<file path="config.mk">
export PLATFORM = sky130hd
export DESIGN_NAME = vfp_seed
export DESIGN_NICKNAME = d
export VERILOG_FILES = /design/src/rtl/vfp_pkg.sv /design/src/rtl/vfp_seed.sv
export SDC_FILE = /design/constraint.sdc
export NUM_CORES = 1
export LEC_CHECK = 0
export CAP_MARGIN = 20
export CELL_PAD_IN_SITES_DETAIL_PLACEMENT = 0
export CELL_PAD_IN_SITES_GLOBAL_PLACEMENT = 1
export CORE_MARGIN = 1.5
export CORE_UTILIZATION = 25
export DETAILED_ROUTE_END_ITERATION = 6
export DONT_BUFFER_PORTS = 1
export PLACE_DENSITY = 0.58
export SLEW_MARGIN = 20
export SYNTH_ARGS = -nofsm -noshare
export SYNTH_HDL_FRONTEND = slang
export SYNTH_SLANG_ARGS = --single-unit
</file>
<file path="constraint.sdc">
create_clock -name clk_i -period 15.5 [get_ports clk_i]
set_input_delay 0.775 -clock clk_i [delete_from_list [all_inputs] [get_ports clk_i]]
set_output_delay 0.775 -clock clk_i [all_outputs]
set_load 0.01 [all_outputs]
</file>
<file path="src/rtl/vfp_pkg.sv">
`default_nettype none

package vfp_pkg;

  // volume geometry
  localparam int VOL_WIDTH   = 16;
  localparam int VOL_HEIGHT  = 24;
  localparam int VOL_DEPTH   = 16;
  localparam int SLICE_CELLS = VOL_WIDTH * VOL_HEIGHT;
  localparam int VOL_CELLS   = VOL_WIDTH * VOL_HEIGHT * VOL_DEPTH;
  localparam int BASE_CELLS  = 2 * VOL_WIDTH * VOL_DEPTH;

  localparam int X_W      = $clog2(VOL_WIDTH);
  localparam int Y_W      = $clog2(VOL_HEIGHT);
  localparam int Z_W      = $clog2(VOL_DEPTH);
  localparam int ADDR_W   = $clog2(VOL_CELLS);
  localparam int CURSOR_W = $clog2(BASE_CELLS);

  // intensity and arithmetic widths
  localparam int LEVEL_W    = 5;
  localparam int MAX_LEVEL  = 31;
  localparam int NOISE_W    = 8;
  localparam int RADIUS_SQ  = (VOL_DEPTH * VOL_DEPTH) / 4;
  localparam int WEIGHT_W   = $clog2(RADIUS_SQ + 1);
  localparam int SEED_SHIFT = 9;
  localparam int SUM_SHIFT  = 3;
  localparam int SUM_W      = $clog2(9 * MAX_LEVEL + 1);

  // item kinds carried in the input tuser
  typedef enum logic [1:0] {
    ACT_SEED = 2'd0,
    ACT_RUN  = 2'd1,
    ACT_READ = 2'd2
  } action_e;

  // one seed write towards the volume memory
  typedef struct packed {
    logic [ADDR_W-1:0]  addr;
    logic [LEVEL_W-1:0] level;
  } seed_wr_t;

  // linear address of a cell, slices outermost
  function automatic logic [ADDR_W-1:0] cell_addr(input logic [X_W-1:0] x,
                                                  input logic [Y_W-1:0] y,
                                                  input logic [Z_W-1:0] z);
    int a;
    a = int'(z) * SLICE_CELLS + int'(y) * VOL_WIDTH + int'(x);
    return ADDR_W'(a);
  endfunction

  // address of the base cell that a cursor value points at
  function automatic logic [ADDR_W-1:0] seed_addr(input logic [CURSOR_W-1:0] c);
    int n;
    int x;
    int z;
    int row;
    int y;
    n   = int'(c);
    x   = n % VOL_WIDTH;
    z   = (n / VOL_WIDTH) % VOL_DEPTH;
    row = n / (VOL_WIDTH * VOL_DEPTH);
    y   = VOL_HEIGHT - 1 - (row % 2);
    return cell_addr(X_W'(x), Y_W'(y), Z_W'(z));
  endfunction

  // radial falloff of the base cell that a cursor value points at
  function automatic logic [WEIGHT_W-1:0] radial_weight(input logic [CURSOR_W-1:0] c);
    int n;
    int xc;
    int zc;
    int d;
    n  = int'(c);
    xc = (n % VOL_WIDTH) - VOL_WIDTH / 2;
    zc = ((n / VOL_WIDTH) % VOL_DEPTH) - VOL_DEPTH / 2;
    d  = RADIUS_SQ - (xc * xc + zc * zc);
    if (d < 0) begin
      d = 0;
    end
    return WEIGHT_W'(d);
  endfunction

endpackage

`default_nettype wire

</file>
<file path="src/rtl/vfp_seed.sv">
`default_nettype none

module vfp_seed (
  input  wire logic                        clk_i,
  input  wire logic                        rst_ni,
  input  wire logic                        seed_en_i,
  input  wire logic [vfp_pkg::NOISE_W-1:0] noise_i,
  output vfp_pkg::seed_wr_t                seed_o
);
  import vfp_pkg::*;

  logic [CURSOR_W-1:0]         cursor_q, cursor_d;
  logic [WEIGHT_W-1:0]         weight_q;
  logic [WEIGHT_W+NOISE_W-1:0] prod;
  logic [WEIGHT_W+NOISE_W-1:0] scaled;

  // cursor walks the base rows and wraps after the last one
  always_comb begin
    cursor_d = cursor_q;
    if (seed_en_i) begin
      if (int'(cursor_q) == BASE_CELLS - 1) begin
        cursor_d = '0;
      end else begin
        cursor_d = cursor_q + CURSOR_W'(1);
      end
    end
  end

  // the falloff follows the cursor, so only one product sits in the write path
  always_ff @(posedge clk_i or negedge rst_ni) begin
    if (!rst_ni) begin
      cursor_q <= '0;
      weight_q <= radial_weight('0);
    end else if (seed_en_i) begin
      cursor_q <= cursor_d;
      weight_q <= radial_weight(cursor_d);
    end
  end

  // scaled noise, saturated to the intensity range
  assign prod   = (WEIGHT_W+NOISE_W)'(weight_q) * (WEIGHT_W+NOISE_W)'(noise_i);
  assign scaled = prod >> SEED_SHIFT;

  assign seed_o.addr  = seed_addr(cursor_q);
  assign seed_o.level = (scaled > (WEIGHT_W+NOISE_W)'(MAX_LEVEL)) ?
                        LEVEL_W'(MAX_LEVEL) : scaled[LEVEL_W-1:0];

endmodule

`default_nettype wire

</file>
Word-level counts from Yosys, hierarchy flattened
Index checks and enable logic that the tools add are counted.
{"block": "classes", "eq_ne": 1, "mul": 4, "n_addsub": 8, "mux": 4, "order_cmp": 2}
{"operator": "5-bit by 5-bit multiplier with 10-bit output", "count": 2}
{"operator": "7-bit by 8-bit multiplier with 15-bit output", "count": 1}
{"operator": "13-bit by 4-bit adder with 13-bit output", "count": 1}
{"operator": "13-bit by 9-bit adder with 13-bit output", "count": 1}
{"operator": "12-bit by 1-bit < comparator with 1-bit output (second input constant)", "count": 1}
{"operator": "8-bit by 11-bit subtractor with 12-bit output (first input constant)", "count": 1}
{"operator": "10-bit by 10-bit adder with 11-bit output", "count": 1}
{"operator": "4-bit by 4-bit subtractor with 5-bit output (second input constant)", "count": 2}
{"operator": "9-bit by 1-bit adder with 9-bit output (second input constant)", "count": 1}
{"operator": "9-bit by 1-bit equality test with 1-bit output (second input constant)", "count": 1}
{"operator": "9-bit two-way mux", "count": 1}
{"operator": "8-bit two-way mux", "count": 1}
{"operator": "7-bit two-way mux", "count": 1}
{"operator": "6-bit by 5-bit > comparator with 1-bit output (second input constant)", "count": 1}
{"operator": "4-bit by 2-bit multiplier with 6-bit output (second input constant)", "count": 1}
{"operator": "5-bit two-way mux", "count": 1}
{"operator": "5-bit by 1-bit subtractor with 5-bit output (first input constant)", "count": 1}
{"block": "totals", "wordCells": 21, "in_bits": 11, "reg_bits": 16}

Longest topological paths before layout
{"block": "depth", "ltp_word": 9, "ltp_mapped": 26, "ltp_nobuf": 25}

Worst setup path after synthesis
No wires, ideal clock.
{"block": "synth_timing", "path_type": "reg2reg", "startpoint": "reg cursor_q[0]", "endpoint": "reg weight_q[1]", "slack_ns": 9.424, "required_time_ns": 15.410, "path_buffers": 3, "setup_time_ns": 0.090, "synth_period_minus_slack_ns": 6.076, "stages_incl_launch_ff": 24, "arrival_time_ns": 5.986, "cell_sequence": "dfrtp_1 -> ha_1 -> and3_1 -> and3_1 -> ha_1 -> clkbuf_1 -> o2bb2ai_1 -> clkbuf_1 -> inv_1 -> nand2_1 -> fa_1 -> ha_1 -> fa_1 -> fa_1 -> inv_1 -> fa_1 -> inv_1 -> ha_1 -> a21oi_1 -> o21ai_0 -> and4b_1 -> or3_1 -> buf_2 -> o31ai_4"}
{"block": "synth_between", "elab_chain_cells": 9, "elab_cells_between_ends": 12}
{"item": "start, declared", "line_no": "vfp_seed.sv:12", "source": "logic [CURSOR_W-1:0] cursor_q, cursor_d;"}
{"item": "start signal, assigned", "line_no": "vfp_seed.sv:35", "source": "cursor_q <= cursor_d;"}
{"item": "9-bit by 1-bit adder with 9-bit output / 9-bit by 1-bit equality test with 1-bit output (equally long branches)", "line_no": "vfp_seed.sv:24, vfp_seed.sv:21"}
{"item": "9-bit two-way mux (*)", "line_no": "vfp_seed.sv:21", "source": "if (int'(cursor_q) == BASE_CELLS - 1) begin"}
{"item": "8-bit two-way mux (*)", "line_no": "vfp_seed.sv:20", "source": "if (seed_en_i) begin"}
{"item": "named net cursor_d[3]", "line_no": "vfp_seed.sv:12"}
{"item": "4-bit by 4-bit subtractor with 5-bit output (*)", "line_no": "vfp_pkg.sv:73", "source": "xc = (n % VOL_WIDTH) - VOL_WIDTH / 2;"}
{"item": "5-bit by 5-bit multiplier with 10-bit output (*)", "line_no": "vfp_pkg.sv:75", "source": "d = RADIUS_SQ - (xc * xc + zc * zc);"}
{"item": "10-bit by 10-bit adder with 11-bit output (*)", "line_no": "vfp_pkg.sv:75"}
{"item": "8-bit by 11-bit subtractor with 12-bit output (*)", "line_no": "vfp_pkg.sv:75"}
{"item": "12-bit by 1-bit < comparator with 1-bit output (*)", "line_no": "vfp_pkg.sv:76", "source": "if (d < 0) begin"}
{"item": "7-bit two-way mux (*)", "line_no": "vfp_pkg.sv:76"}
{"item": "end signal, assigned", "line_no": "vfp_seed.sv:33", "source": "weight_q <= radial_weight('0);"}
{"item": "end signal, assigned", "line_no": "vfp_seed.sv:36", "source": "weight_q <= radial_weight(cursor_d);"}
{"item": "end, declared", "line_no": "vfp_seed.sv:13", "source": "logic [WEIGHT_W-1:0] weight_q;"}
Mark *: on every way through the listed nets, which the timed path passes. The rest lies on a longest branch.
A chain may end at the register's enable or synchronous reset.

Worst setup path after layout
{"block": "layout_timing", "startpoint": "reg cursor_q[0]", "endpoint": "reg weight_q[1]"}
{"block": "layout_between", "elab_chain_cells": 9, "elab_cells_between_ends": 12}
{"item": "9-bit by 1-bit adder with 9-bit output / 9-bit by 1-bit equality test with 1-bit output (equally long branches)", "line_no": "vfp_seed.sv:24, vfp_seed.sv:21"}
{"item": "9-bit two-way mux", "line_no": "vfp_seed.sv:21"}
{"item": "8-bit two-way mux (*)", "line_no": "vfp_seed.sv:20"}
{"item": "4-bit by 4-bit subtractor with 5-bit output (on tied branches)", "line_no": "vfp_pkg.sv:73, vfp_pkg.sv:74"}
{"item": "5-bit by 5-bit multiplier with 10-bit output", "line_no": "vfp_pkg.sv:75"}
{"item": "10-bit by 10-bit adder with 11-bit output (*)", "line_no": "vfp_pkg.sv:75"}
{"item": "8-bit by 11-bit subtractor with 12-bit output (*)", "line_no": "vfp_pkg.sv:75"}
{"item": "12-bit by 1-bit < comparator with 1-bit output", "line_no": "vfp_pkg.sv:76"}
{"item": "7-bit two-way mux (*)", "line_no": "vfp_pkg.sv:76"}
Every way passes the cells marked *; elsewhere a longest branch is shown, timed or not.

==> results.sh <==
export IMPL_wl_per_cell_um=12.6
export IMPL_synth_async_reset_ratio_pct=100
export IMPL_final_max_slew_viol_count=0
export IMPL_fin_skew_ps=4.87
export IMPL_cts_sinks=16
export IMPL_yosysWarnings=0
export IMPL_layout_cells_non_filler=712
export IMPL_worst_pin_slew_ps=1050
export IMPL_crit_arrival_ps=7120
export IMPL_gr_usage_all_layers_pct=10.2
export IMPL_period_share_pct=45.0
export IMPL_start_util_pct=25.5
export IMPL_die_area_mm2=0.0184
export IMPL_wl_um=8980
export IMPL_num_fill_cells=1815
export IMPL_r2r_cells=20
export IMPL_syn_instance_count=503
export IMPL_ys_seq_area_share_pct=9.12
export IMPL_fmax_mhz=143
export IMPL_dpl_cell_count=708
export IMPL_slew_headroom_pct=30.0
export IMPL_post_synth_num_cell_types=48
export IMPL_setup_viol=0
export IMPL_grt_overflow=0
export IMPL_ant_nets=0
export IMPL_r2r_end="weight_q[1]"
export IMPL_crit_type="reg2reg"
export IMPL_layout_common_cells="inv_1, ha_1, fa_1"
export IMPL_critPathCaptureType="flop"
export IMPL_status="finished clean"
export IMPL_route_detailed_drc=0
export IMPL_post_route_min_period_ps=6970
export IMPL_die_height_um=136
export IMPL_antenna_found_initial=0
export IMPL_hold_viol_final=0
export IMPL_r2r_start="cursor_q[0]"
export IMPL_cts_root_buffer="clkbuf_16"
export IMPL_drt_pre_antenna_iters=4
export IMPL_syn_area_per_cell_um2=8.73
export IMPL_cts_buffer_depth=2
export IMPL_utilization_pct=27.0
export IMPL_grt_max_degree=20
export IMPL_critPathMaxFanout=12
export IMPL_antenna_cells=0
export IMPL_syn_area_mm2=0.00439
export IMPL_grt_pass1_vias=3220
export IMPL_synth_seq_cells=16
export IMPL_synth_edf_count=0
export IMPL_maxCapViolCount=0
export IMPL_syn2layout_area_growth_pct=6.01
export IMPL_cts_tree="built"
export IMPL_vias=3186
export IMPL_cts_hold_buf=0
export IMPL_cp_start_kind="flop"
export IMPL_vias_per_cell=4.47
export IMPL_io_buffers=0
export IMPL_regToRegSetupSlack_ps=8530
export IMPL_tns_ps=0
export IMPL_place_congestion=0.723
export IMPL_cts_buffers=3
export IMPL_final_common_cell="inv_1"
export IMPL_worstPathRequired_ps=15650
export IMPL_row_count=48
export IMPL_grt_pass1_wl_um=15400
export IMPL_fin_nets=636
export IMPL_synth_flop_cell="dfrtp_1"
export IMPL_holdCritPathClass="in2async"
export IMPL_drive_gt1_share_pct=2.05
export IMPL_core_area_mm2=0.0172
export IMPL_rsz0062_at_grt="no"
export IMPL_htreeDepth=1
export IMPL_clk_pin_slew_ps=50
export IMPL_die_w_um=136
export IMPL_clock_latency_ps=250
export IMPL_cts_setup_buffers=0
export IMPL_dpl_hpwl_um=7860
export IMPL_cts_resized=0
export IMPL_drt_iter0_markers=183
export IMPL_ios=29
-- layer usage --
metal | track usage, % | routed length, µm | vias up | part of all wire, %
met5 | 0 | 0 | - | 0
met4 | 1.55 | 60 | 0 | 0.67
met3 | 0.412 | 364 | 4 | 4.1
met2 | 16.4 | 4180 | 47 | 47
met1 | 15.3 | 4380 | 1566 | 49
li1 | - | - | 1569 | -
-- how the worst max path moves through the flow --
stage | startpoint | to | slack (ps) | cells past startpoint
floorplan | cursor_q[0] | weight_q[1] | 9420 | 23
finish | cursor_q[0] | weight_q[1] | 8530 | 20
CTS | cursor_q[0] | weight_q[1] | 8490 | 20
global route | cursor_q[0] | weight_q[1] | 8080 | 20
global placement | cursor_q[0] | weight_q[1] | 8570 | 20
detailed placement | cursor_q[0] | weight_q[1] | 8530 | 20
-- Yosys cell counts (9+ instances only) --
cell type	count	area share, %
nor2_1	25	2.1
and2_1	23	3.3
clkbuf_1	9	0.77
a21oi_1	13	1.5
ha_1	75	21
o2bb2ai_1	11	2.2
nand3_1	13	1.5
nand2_1	60	5.1
fa_1	62	28
inv_1	100	8.5
dfrtp_1	16	9.1
-- per-stage QoR --
| stage | hold WS (ps) | area (µm²) | worst slack, ps |
|---|---|---|---|
| 3_5_place_dp | 480 | 4570 | 8530 |
| 5_1_grt | 213 | 4660 | 8080 |
| 4_1_cts | 217 | 4660 | 8490 |
| 6_report | 219 | 4660 | 8530 |
| 2_1_floorplan | 479 | 4400 | 9420 |
| 3_3_place_gp | 480 | 4570 | 8570 |
-- registers in the layout, summed over array words and instances, names as in the netlist --
register,flops
cursor_q,9
weight_q,7
-- worst max-delay path, stage by stage (launching register included) --
cell and delay, ps:
dfrtp_1 470, ha_1 270, and3_1 230, and3_1 200, ha_1 330, o2bb2ai_1 890, inv_1 200, nand2_1 250
fa_1 500, ha_1 360, fa_1 500, fa_1 490, inv_1 50, fa_1 520, inv_1 40, ha_1 290
a21oi_1 60, o21ai_0 270, and4b_1 230, or3_1 510, o31ai_4 200
-- layout make-up --
class | count | area [µm²] | area share [%]
Tap cell | 225 | 282 | 6.05
Clock buffer | 4 | 88.8 | 1.91
Inverter | 101 | 379 | 8.14
Multi-Input combinational cell | 366 | 3510 | 75.3
Sequential cell | 16 | 400 | 8.60
-- cell families after synthesis --
group                    after synthesis  synth area share, %
AND/OR/NAND/NOR                      149                 16.4
adder cells (fa/ha/maj)              137                 49.6
buffers and inverters                122                 11.1
AO/OA/AOI/OAI                         58                 9.46
flip-flops                            16                 9.12
XOR/XNOR                              14                 2.79
multiplexers                           6                 1.37
other                                  1               0.0854
Power is not shown: default switching activity piles up to over one toggle a cycle in this logic, so the estimate is an artifact.
